## config.mk

```make
export PLATFORM = sky130hd
export DESIGN_NAME = pgtp_front
export DESIGN_NICKNAME = d
export VERILOG_FILES = /design/src/design/pgtp_pkg.sv /design/src/design/pgtp_front.sv
export SDC_FILE = /design/constraint.sdc
export NUM_CORES = 1
export LEC_CHECK = 0
export BUFFER_PORTS_ARGS = -buffer_cell sky130_fd_sc_hd__buf_2
export CORE_MARGIN = 2
export CORE_UTILIZATION = 33
export CTS_CLUSTER_SIZE = 20
export DETAILED_ROUTE_END_ITERATION = 8
export PLACE_DENSITY = 0.88
export SLEW_MARGIN = 30
export SYNTH_ARGS = -nofsm -noshare
export SYNTH_HDL_FRONTEND = slang
export SYNTH_SLANG_ARGS = --single-unit
export TNS_END_PERCENT = 100
```

## constraint.sdc

```tcl
create_clock -name aclk -period 2.6 [get_ports aclk]
set_clock_uncertainty 0.2 [all_clocks]
set_input_delay 0.26 -clock aclk [delete_from_list [all_inputs] [get_ports aclk]]
set_output_delay 0.26 -clock aclk [all_outputs]
set_load 0.05 [all_outputs]
```

## src/design/pgtp_pkg.sv

```systemverilog
package pgtp_pkg;

    localparam int PALETTE_DEPTH_DEF = 256;
    localparam int QUEUE_DEPTH       = 4;
    localparam int QUEUE_PTR_W       = $clog2(QUEUE_DEPTH);

    // configuration register indexes
    localparam logic CFG_PIXEL_MODE = 1'b0;
    localparam logic CFG_THRESHOLD  = 1'b1;

    // pixel modes
    localparam logic [1:0] MODE_PAL4   = 2'd0;
    localparam logic [1:0] MODE_PAL8   = 2'd1;
    localparam logic [1:0] MODE_DIRECT = 2'd2;

    localparam logic [1:0] PIXEL_MODE_RESET = MODE_PAL8;
    localparam logic [7:0] THRESHOLD_RESET  = 8'd200;

    // item kinds on tuser
    localparam logic OP_LOAD  = 1'b0;
    localparam logic OP_PIXEL = 1'b1;

    typedef enum logic [1:0] {
        CMD_WRITE,
        CMD_PAL8,
        CMD_PAL4,
        CMD_DIRECT
    } cmd_kind_t;

    typedef struct packed {
        cmd_kind_t   kind;
        logic [7:0]  addr_a;
        logic [7:0]  addr_b;
        logic        ok_a;
        logic [23:0] rgb;
    } cmd_t;

    function automatic logic [7:0] gray_of(input logic [23:0] rgb);
        logic [15:0] sum;
        sum = 16'(16'd76 * 16'(rgb[23:16])) + 16'(16'd150 * 16'(rgb[15:8]))
            + 16'(16'd30 * 16'(rgb[7:0]));
        return sum[15:8];
    endfunction

endpackage

```

## src/design/pgtp_front.sv

```systemverilog
module pgtp_front #(
    parameter int PALETTE_DEPTH = pgtp_pkg::PALETTE_DEPTH_DEF
) (
    input  logic          aclk,
    input  logic          aresetn,
    input  logic          cfg_we,
    input  logic          cfg_addr,
    input  logic [7:0]    cfg_wdata,
    input  logic          s_tvalid,
    output logic          s_tready,
    input  logic [39:0]   s_tdata,
    input  logic          s_tuser,
    input  logic          q_full,
    output logic          q_push,
    output pgtp_pkg::cmd_t q_cmd,
    output logic [7:0]    threshold
);
    import pgtp_pkg::*;

    logic [1:0] mode_reg;
    logic [7:0] threshold_reg;
    logic       keep;

    logic [7:0] entry;
    logic [7:0] code;

    always_ff @(posedge aclk) begin
        if (!aresetn) begin
            mode_reg      <= PIXEL_MODE_RESET;
            threshold_reg <= THRESHOLD_RESET;
        end else if (cfg_we) begin
            unique case (cfg_addr)
                CFG_PIXEL_MODE: mode_reg      <= cfg_wdata[1:0];
                CFG_THRESHOLD:  threshold_reg <= cfg_wdata;
                default: ;
            endcase
        end
    end

    assign entry = s_tdata[7:0];
    assign code  = s_tdata[39:32];

    always_comb begin
        q_cmd.rgb    = s_tdata[31:8];
        q_cmd.addr_b = {4'b0, code[3:0]};
        q_cmd.addr_a = code;
        q_cmd.ok_a   = 1'b1;
        q_cmd.kind   = CMD_PAL8;
        keep         = 1'b0;
        if (s_tuser == OP_LOAD) begin
            q_cmd.kind   = CMD_WRITE;
            q_cmd.addr_a = entry;
            // writes past the palette are dropped
            keep         = ({1'b0, entry} < 9'(PALETTE_DEPTH));
        end else begin
            unique case (mode_reg)
                MODE_PAL4: begin
                    q_cmd.kind   = CMD_PAL4;
                    q_cmd.addr_a = {4'b0, code[7:4]};
                    keep         = 1'b1;
                end
                MODE_PAL8: begin
                    q_cmd.kind = CMD_PAL8;
                    q_cmd.ok_a = ({1'b0, code} < 9'(PALETTE_DEPTH));
                    keep       = 1'b1;
                end
                MODE_DIRECT: begin
                    q_cmd.kind = CMD_DIRECT;
                    keep       = 1'b1;
                end
                default: keep = 1'b0;
            endcase
        end
    end

    assign s_tready  = !q_full;
    assign q_push    = s_tvalid && s_tready && keep;
    assign threshold = threshold_reg;

endmodule

```

# Word-level counts from Yosys, hierarchy flattened
# Index checks and enable logic that the tools add are counted.
# W data, S select, Z words.
# totals
reg_bits,10
in_bits,55
output_inout_bits,53
wordCells,17
# op_classes
n_eq_ne,2
n_mux,5
n_bitwise,1
n_reduce_logical,7
# ops
cell,n
$mux W10,1
$mux W8,1
$pmux W2 S2,1
$reduce_and A2 Y1,2
$reduce_or A3 Y1,1
$eq A2 B1 Y1 const B,1
$eq A2 B2 Y1 const B,1
$logic_and A1 B1 Y1,2
$logic_not A2 Y1,1
$mux W1,2
$logic_not A1 Y1,1
$not A1 Y1,1

# Logic depth before layout (Yosys ltp)
# logic_depth
depth_word,5
depth_mapped,4
ltp_nobuf,3

# Worst setup path before layout
# No wires, ideal clock.
# synth_timing
kind,reg2out
start,register mode_reg[1]
end,output q_cmd[33] in the netlist's numbering
arrival_ps,1433
required_ps,2140
slack_ps,707
stages_incl_launch_ff,4
path_buffers,0
path_cell_list,dfxtp_1 nor2_4 mux2i_1 a21oi_1
# synth_rtl
item,line,source
"start, declared",pgtp_front.sv:20,logic [1:0] mode_reg;
"start signal, assigned",pgtp_front.sv:33,CFG_PIXEL_MODE: mode_reg <= cfg_wdata[1:0];
"end, declared",pgtp_front.sv:15,"output pgtp_pkg::cmd_t q_cmd,"

==> flow_metrics.tcl <==
set metrics [dict create \
    status "finished clean" \
    core_um2 2250 \
    synth_top_area_cell "buf_4" \
    drc 0 \
    clkPwrFrac_pct 27.5 \
    vias_per_cell 4.34 \
    initial_utilization_pct 35.7 \
    final_cell_mix "54 x buf_2, 22 x nand2_1, 10 x dfxtp_1, 6 x mux2i_1" \
    syn_avg_cell_area_um2 7.31 \
    htree_levels 1 \
    ys_seq_elements 10 \
    cts.sinks 10 \
    cts_tree "built" \
    synth_top_area_share_pct 30.8 \
    cts_made_buffers 3 \
    grt_overflow 0 \
    initialDrtViolationCount 16 \
    arrival_ps 1410 \
    clkSlewWorstSetupHoldPaths_ps 60 \
    vias 711 \
    rr_worst_depth 2 \
    diodes 0 \
    holdWs_ps 19.9 \
    synth_top_cells_by_area "buf_4 31%, dfxtp_1 25%, nand2_1 10%" \
    first_pass_iters 4 \
    place_hpwl_um 1500 \
    critical_path_required_ps 2140 \
    r2r_end "mode_reg[0]$_SDFFE_PN1P_" \
    drive_gt1_share_pct 44.1 \
    largest_reg_flops 8 \
    grt_max_degree 20 \
    clock.fmax_mhz 534 \
    clk_latency_ps 260 \
    hold_viol_final 0 \
    die_w_um 53.4 \
    grt_pass1_wl_um 2530 \
    worst-path-max-fanout 9 \
    grt_use_total_pct 12.3 \
    leakage_nw 0.486 \
    cts_buffer_depth 2 \
    antenna_left 0 \
    rsz0062_at_grt "false" \
    setup_violations 0 \
    drv_slew 0 \
    hold_class "in2reg" \
    synth_area_um2 805 \
    nNetsFinal 192 \
    row_count 17 \
    io_pins 108 \
    switching_power_uw 200 \
    die_area_um2 2850 \
    fin_crit_ps 1870 \
    p_int_uw 298 \
    r2r_slack_ps 1710 \
    antenna_found_initial 0 \
    wl_per_cell_um 11.1 \
    port_buffers 54 \
    p_seq_share_pct 33.4 \
    hold_depth 3 \
    syn_inst 110 \
    die_y_um 53.4 \
    drv_cap 0 \
    holdCritStartpoint "cfg_wdata[6]" \
    r2r_start "mode_reg[0]$_SDFFE_PN1P_" \
    holdPathEnd "threshold[6]$_SDFFE_PN1P_" \
    wl_um 1830 \
    post_cts_buffers 0 \
    vdd_drop_max_mv 0.233 \
    min_period_over_period_pct 72.0 \
    combPwrFrac_pct 39.1 \
    layout_commonest_cell "buf_2" \
    worstSetupPathType "reg2out" \
    gp_congestion 0.631 \
    setup_tns_ps 0 \
    synth_cell_type_count 18 \
    yosysWarnings 0 \
    grt_pass1_vias 605 \
    seq_area_frac_synth_pct 24.9 \
    endpoint_kind "output pin" \
    power_density_nw_per_um2 546 \
    p_sw_share_pct 40.1 \
    area_growth_pct 13.2 \
    startpoint_type "register" \
    root_buffer "clkbuf_4" \
]
==> kinds of logic after synthesis <==
kind of cell | after synthesis | share of synthesized area (%)
DFF | 10 | 24.9
and+or+nand+nor | 37 | 21.0
AOI/OAI and AO/OA | 13 | 10.3
muxes | 6 | 7.47
buffers and inverters | 42 | 35.5
other | 2 | 0.933
==> metal layers <==
| layer | share of wire (%) | vias up | GRT usage [%] |
|---|---|---|---|
| li1 | - | 363 | - |
| met1 | 36 | 297 | 11.3 |
| met2 | 48 | 41 | 21.8 |
| met3 | 15 | 10 | 3.95 |
| met4 | 2.2 | 0 | 9.83 |
| met5 | 0 | - | 0 |
==> area by class of cell <==
type / instances / area (um^2)
multi-input cells: 61 / 330
flip-flops and latches: 10 / 200
well taps: 28 / 35.0
repair buffers: 56 / 290
fillers: 252 / 1340
inverters: 5 / 18.8
clock buffers: 4 / 36.3
==> worst max-delay path by stage <==
stage | from | endpoint | slack [ps]
after floorplan | mode_reg[1]$_SDFFE_PN0P_ | q_cmd[33] | 710
after global placement | mode_reg[1]$_SDFFE_PN0P_ | q_cmd[33] | 1050
after detailed placement | mode_reg[0]$_SDFFE_PN1P_ | q_cmd[36] | 1020
after CTS | mode_reg[0]$_SDFFE_PN1P_ | q_cmd[36] | 720
after global routing | mode_reg[1]$_SDFFE_PN0P_ | q_cmd[36] | 630
final | mode_reg[1]$_SDFFE_PN0P_ | q_cmd[36] | 730
==> stage by stage <==
step / cells / setup WS, ps / instance area (um^2) / total power, mW / util [%]
global placement: 158 / 1050 / 855 / 0.361 / 37.9
global route: 164 / 628 / 911 / 0.523 / 40.4
detailed placement: 158 / 1020 / 855 / 0.362 / 37.9
finish: 164 / 728 / 911 / 0.498 / 40.4
CTS: 164 / 721 / 911 / 0.506 / 40.4
floorplan: 113 / 707 / 816 / 0.420 / -
==> timing repair <==
action,CTS,global route
setup endpoints to repair,0,0
hold buffers,2,0
hold endpoints to repair,2,0
gates resized for setup,0,0
==> power by group through the flow <==
stage               sequential [mW]  combinational [mW]  clock, mW
finish                        0.166               0.195      0.137
global route                  0.167               0.206      0.150
CTS                           0.166               0.195      0.145
detailed placement            0.170               0.193          0
global placement              0.169               0.191          0
floorplan                     0.193               0.227          0
==> worst max-delay path: stages (launching register included) <==
cell	delay, ps
dfxtp_1	340
nor2_4	250
mux2i_1	130
a21oi_1	150
buf_2	280
==> cell usage after synthesis <==
master	count
buf_4	33
nand2_1	22
dfxtp_1	10
mux2i_1	6
a21boi_0	5
inv_1	5
a21oi_1	4
nand3_1	4
nor2_1	4
o22ai_1	4
buf_2	3
nor2b_1	3
conb_1	2
and2_1	1
and2b_2	1
and3_1	1
buf_1	1
nor2_4	1
Power figures use the tool's default switching activity.
