`src/design/pgtp_pkg.sv`:
```
package pgtp_pkg;

    localparam int PALETTE_DEPTH_DEF = 256;
    localparam int QUEUE_DEPTH       = 4;
    localparam int QUEUE_PTR_W       = $clog2(QUEUE_DEPTH);

    // configuration register indexes
    localparam logic CFG_PIXEL_MODE = 1'b0;
    localparam logic CFG_THRESHOLD  = 1'b1;

    // pixel modes
    localparam logic [1:0] MODE_PAL4   = 2'd0;
    localparam logic [1:0] MODE_PAL8   = 2'd1;
    localparam logic [1:0] MODE_DIRECT = 2'd2;

    localparam logic [1:0] PIXEL_MODE_RESET = MODE_PAL8;
    localparam logic [7:0] THRESHOLD_RESET  = 8'd200;

    // item kinds on tuser
    localparam logic OP_LOAD  = 1'b0;
    localparam logic OP_PIXEL = 1'b1;

    typedef enum logic [1:0] {
        CMD_WRITE,
        CMD_PAL8,
        CMD_PAL4,
        CMD_DIRECT
    } cmd_kind_t;

    typedef struct packed {
        cmd_kind_t   kind;
        logic [7:0]  addr_a;
        logic [7:0]  addr_b;
        logic        ok_a;
        logic [23:0] rgb;
    } cmd_t;

    function automatic logic [7:0] gray_of(input logic [23:0] rgb);
        logic [15:0] sum;
        sum = 16'(16'd76 * 16'(rgb[23:16])) + 16'(16'd150 * 16'(rgb[15:8]))
            + 16'(16'd30 * 16'(rgb[7:0]));
        return sum[15:8];
    endfunction

endpackage

```
`src/design/pgtp_fifo.sv`:
```
module pgtp_fifo (
    input  logic           aclk,
    input  logic           aresetn,
    input  logic           push,
    input  pgtp_pkg::cmd_t push_cmd,
    output logic           full,
    input  logic           pop,
    output logic           not_empty,
    output pgtp_pkg::cmd_t head_cmd
);
    import pgtp_pkg::*;

    cmd_t                 slot_reg [QUEUE_DEPTH];
    logic [QUEUE_PTR_W-1:0] wr_ptr_reg, wr_ptr_next;
    logic [QUEUE_PTR_W-1:0] rd_ptr_reg, rd_ptr_next;
    logic [QUEUE_PTR_W:0]   count_reg, count_next;

    always_comb begin
        wr_ptr_next = wr_ptr_reg;
        rd_ptr_next = rd_ptr_reg;
        count_next  = count_reg;
        if (push) begin
            wr_ptr_next = QUEUE_PTR_W'(wr_ptr_reg + 1'b1);
        end
        if (pop) begin
            rd_ptr_next = QUEUE_PTR_W'(rd_ptr_reg + 1'b1);
        end
        priority if (push && !pop) begin
            count_next = count_reg + 1'b1;
        end else if (pop && !push) begin
            count_next = count_reg - 1'b1;
        end
    end

    always_ff @(posedge aclk) begin
        if (!aresetn) begin
            wr_ptr_reg <= '0;
            rd_ptr_reg <= '0;
            count_reg  <= '0;
        end else begin
            wr_ptr_reg <= wr_ptr_next;
            rd_ptr_reg <= rd_ptr_next;
            count_reg  <= count_next;
        end
    end

    always_ff @(posedge aclk) begin
        if (push) begin
            slot_reg[wr_ptr_reg] <= push_cmd;
        end
    end

    assign full      = (count_reg == (QUEUE_PTR_W+1)'(QUEUE_DEPTH));
    assign not_empty = (count_reg != '0);
    assign head_cmd  = slot_reg[rd_ptr_reg];

endmodule

```
`config.mk`:
```
export PLATFORM = sky130hd
export DESIGN_NAME = pgtp_fifo
export DESIGN_NICKNAME = d
export VERILOG_FILES = /design/src/design/pgtp_pkg.sv /design/src/design/pgtp_fifo.sv
export SDC_FILE = /design/constraint.sdc
export NUM_CORES = 1
export LEC_CHECK = 0
export BUFFER_PORTS_ARGS = -buffer_cell sky130_fd_sc_hd__buf_2
export CORE_MARGIN = 2
export CORE_UTILIZATION = 61
export CTS_CLUSTER_SIZE = 40
export DETAILED_ROUTE_END_ITERATION = 10
export PLACE_DENSITY_LB_ADDON = 0.08
export SLEW_MARGIN = 40
export SYNTH_ARGS = -nofsm -noshare
export SYNTH_HDL_FRONTEND = slang
export SYNTH_SLANG_ARGS = --single-unit
export TNS_END_PERCENT = 20
```
`constraint.sdc`:
```
create_clock -name aclk -period 6.09 [get_ports aclk]
set_clock_uncertainty 0.05 [all_clocks]
set_input_delay 1.827 -clock aclk [delete_from_list [all_inputs] [get_ports aclk]]
set_output_delay 1.827 -clock aclk [all_outputs]
set_load 0.005 [all_outputs]
```
* Word-level counts from Yosys, hierarchy flattened *
Memory sizes are Yosys's and may differ from the RTL's. A register that Yosys moved wholly into a read port is not among the register bits.
Cells that the tools add are included.

word-level totals
  bits in registers = 7
  bits in writable memories = 172
  bits of input ports = 47
  output and inout port bits = 45
  word-level logic and storage cells = 21
  memories kept = 1

cells by class
  add/sub/neg operators = 4
  eq/ne operators = 1
  mux-type cells = 6
  reductions and logical operators = 6

memories
  name      depth  bits a word  rd ports  clocked after Yosys merged registers in  wr ports  line             RTL
  slot_reg  4      43           1         1                                        1         pgtp_fifo.sv:13  cmd_t slot_reg [QUEUE_DEPTH];

operator list
  operator                                                             count
  3-bit 2-to-1 mux                                                     2
  2-bit by 1-bit adder with 2-bit output (second input constant)       2
  2-bit 2-to-1 mux                                                     2
  3-bit by 1-bit adder with 3-bit output (second input constant)       1
  3-bit == test (second input constant)                                1
  3-bit nonzero test                                                   1
  3-bit by 1-bit subtractor with 3-bit output (second input constant)  1
  1-bit logical AND                                                    2
  1-bit zero test                                                      2
  1-bit 2-to-1 mux                                                     2
  2-bit nonzero test                                                   1

* Logic depth before layout (Yosys ltp) *
  depth in word-level cells = 4
  mapped depth = 7
  gate-level depth less buffers = 7

* Worst setup path before layout *
OpenSTA, ideal clock, no wires.

  kind = input-to-reg
  from = in push
  to = mem slot_reg[0][0] in the netlist's numbering, enable pin
  setup time = 0.405 ns
  arrival time = 2.865 ns
  required time = 5.635 ns
  setup slack = 2.770 ns
  stages on the path = 1
  path buffers = 0
  path through = and2_1

on the way
  cells in the longest elaborated chain, start to end = 2

ends and longest elaborated chain
  item                                    line             RTL
  from (decl)                             pgtp_fifo.sv:4   input logic push,
  1-bit 2-to-1 mux                        pgtp_fifo.sv:48  if (push) begin
  1-bit 2-to-1 mux (implied by the code)  pgtp_fifo.sv:49  slot_reg[wr_ptr_reg] <= push_cmd;
  to (decl)                               pgtp_fifo.sv:13

Every way passes these cells.

==> reports/qor.csv <==
stage,metric,value,unit
logic_synthesis,Synth area leaders,"edfxtp_1 77%, mux4_2 13%, dfxtp_1 2.7%",
power_and_ir_drop,Pwr per Cell Area,356,nW/um2
final_layout,# diodes,0,
grt,met3 Use GR,5.98,%
worst_setup_path,crit-path max FO,26,
grt,Top Usage Layer GRT,met2,
logic_synthesis,top cell type's share of synthesized area,77.0,%
sta,min Tclk post-route,4.02,ns
logic_synthesis,Mean Syn Cell Area,25.0,um2
logic_synthesis,post-synthesis mux area share,14.9,%
worst_setup_path,Reg2Reg Setup Slack,4.10,ns
clocking,CTS tree,done,
floorplan,Die H,109,um
logic_synthesis,fraction of the mapped netlist area in compound gates,0.187,%
flow_run,Max Cap Viol,0,
sta,Setup TNS,0,ns
place,Post-DP HPWL,6.46,mm
logic_synthesis,Post-Synth Adder-Cell Area,1.23,%
grt,gr usage total,20.7,%
grt,largest net degree at the start of global routing,30,
floorplan,die area,11800,um2
worst_setup_path,Worst EP required,4.21,ns
floorplan,Die W,109,um
final_layout,FILL cells,595,
hold_path,Hold Path Class,flip-flop to flip-flop,
grt,vias in the first global route,3137,
clocking,htree depth,4,
floorplan,Rows,38,
logic_synthesis,#FFs+latches synth,181,
final_layout,fin nets,427,
routing,routed vias,2966,
worst_setup_path,kind of critical path,flip-flop to output pin,
worst_setup_path,launching element type of the critical path,flip-flop,
logic_synthesis,Gate Count Post-Synth,268,
worst_setup_path,worst r2r path cells,4,
sta,max frequency,249,MHz
outcome,outcome,completed,
final_layout,Largest register FFs,172,
clocking,CTS Hold Bufs,0,
sta,Slew headroom,50.7,%
sta,final worst path period share,66.0,%
logic_synthesis,Post-Synth XOR/XNOR Area,0.653,%
logic_synthesis,synthesized area,6710,um2
clocking,# clock sinks,181,
routing,Vias/cell,5.64,
clocking,worst-skew pair later-pin latency,0.52,ns
final_layout,Finished Core Util,73.2,%
routing,DRC violations left,0,
place,I/O Buffers,91,
final_layout,fin area,7900,um2
clocking,Root Buffer,clkbuf_8,
logic_synthesis,Post-Syn Nets,321,
grt,grt met2 use,34.1,%
logic_synthesis,post-synthesis simple-gate area fraction,1.38,%
worst_setup_path,reg2reg start,wr_ptr_reg[0]$_SDFFE_PN0P_,
sta,Max Slew Vio Count,0,
power_and_ir_drop,Leakage,2.72,nW
final_layout,"commonest non-fill, non-tap cell in the layout",edfxtp_1,
routing,Antenna Violating Nets Remaining,0,
sta,slew of the pin with the lowest slew margin,0.740,ns
clocking,clock buffer count from CTS,17,
floorplan,Core ar.,10800,um2
clocking,Setup Buffers After CTS,0,
clocking,Post-CTS Resized,0,
floorplan,I/O pins,92,
final_layout,Area Growth Syn to Fin,17.7,%
clocking,"Clk pin slew, worst setup/hold paths",0.06,ns
place,Final Wtd Congestion,0.678,
final_layout,area of the multi-input gates,1240,um2
routing,final WL,11.0,mm
hold_path,worst hold stages,2,
grt,first-pass GRT wire length,17.0,mm
sta,"Hold Violations, Final",0,
sta,unrepaired setup endpoints after global routing,no,
grt,GRT overflow,0,
worst_setup_path,kind of end point of the critical path,output pin,
logic_synthesis,largest family of logic cells by synthesized area,multiplexers,
logic_synthesis,synth unique cells,21,
grt,initial antenna violation count,0,
worst_setup_path,R2R Path End,slot_reg[2][15]$_DFFE_PP_,
worst_setup_path,crit path DAT,2.14,ns
logic_synthesis,warnings from Yosys,0,
worst_setup_path,Setup crit end,head_cmd[5],
routing,DR pass1 iterations,4,
final_layout,sequential cell area,5350,um2
grt,met1 Use GR,26.8,%
sta,"Setup violations, final",0,
routing,Avg WL per Cell,20.9,um
power_and_ir_drop,maximum vdd drop,0.205,mV
place,Placed Area,7290,um2
logic_synthesis,Synth area leader,edfxtp_1,
logic_synthesis,post-synthesis sequential area ratio,79.7,%
routing,1st-iter DRT viols,163,
clocking,Max Root-Sink Buffers,2,
final_layout,layout cell share with drive strength beyond 1,43.5,%
final_layout,"commonest cells after routing, fill and taps aside","172 x edfxtp_1, 91 x buf_2, 40 x mux4_2",
floorplan,initial core utilization,62.1,%
worst max-delay path, stage by stage (launching register included):
cell and delay (ns):
dfxtp_2 0.64, buf_4 0.46, mux4_2 0.37, buf_2 0.16
kinds of logic after synthesis:
| group | Yosys count |
|---|---|
| flip-flops | 181 |
| multiplexers | 45 |
| AND/OR/NAND/NOR | 15 |
| buffers and inverters | 14 |
| adder cells (fa/ha/maj) | 6 |
| XOR/XNOR | 5 |
| AO/OA/AOI/OAI | 2 |
synth_stat cells, drive strengths merged:
| master | count |
|---|---|
| edfxtp | 172 |
| mux4 | 43 |
| and2 | 9 |
| buf | 9 |
| dfxtp | 9 |
| ha | 5 |
| inv | 4 |
| xor2 | 3 |
| mux2i | 2 |
| nor2b | 2 |
| or3 | 2 |
| xnor2 | 2 |
| a21boi | 1 |
| clkbuf | 1 |
| fa | 1 |
| nand2 | 1 |
| nor3b | 1 |
| o21ai | 1 |
stage by stage:
| stage | worst slack [ns] | hold slack [ns] | total power [W] | cells |
|---|---|---|---|---|
| after floorplan | 2.77 | 0.417 | 0.00162 | 268 |
| after global placement | 2.44 | 0.433 | 0.00171 | 494 |
| after detailed placement | 2.57 | 0.453 | 0.00172 | 495 |
| after CTS | 2.00 | 0.464 | 0.00283 | 526 |
| after global routing | 1.89 | 0.500 | 0.00291 | 526 |
| final | 2.07 | 0.461 | 0.00281 | 526 |
worst min-delay path by stage:
stage | startpoint | to | slack, ns
after floorplan | count_reg[2]$_SDFFE_PN0P_ | count_reg[2]$_SDFFE_PN0P_ | 0.42
after global placement | count_reg[2]$_SDFFE_PN0P_ | count_reg[2]$_SDFFE_PN0P_ | 0.43
after detailed placement | count_reg[2]$_SDFFE_PN0P_ | count_reg[2]$_SDFFE_PN0P_ | 0.45
after CTS | count_reg[2]$_SDFFE_PN0P_ | count_reg[2]$_SDFFE_PN0P_ | 0.46
after global routing | count_reg[2]$_SDFFE_PN0P_ | count_reg[2]$_SDFFE_PN0P_ | 0.50
final | count_reg[2]$_SDFFE_PN0P_ | count_reg[2]$_SDFFE_PN0P_ | 0.46
metal layers:
metal  wire [um]  share of wire (%)
met5           0                  0
met4         174                1.6
met3         538                4.9
met2        5780                 53
met1        4500                 41
where the power goes:
part           internal [W]  total [W]  switching (W)
registers           0.00143    0.00146      0.0000289
clock network      0.000699    0.00112       0.000421
logic              0.000123   0.000231       0.000108
area by class of cell:
class	count	share of cell area (%)
repair buffers	97	6.50
inverters	4	0.190
clock buffers	19	5.34
multi-input cells	73	15.7
flip-flops and latches	181	67.8
well taps	140	2.22
clock inverters	12	2.35
No activity file was read; power rests on OpenSTA's default activity.
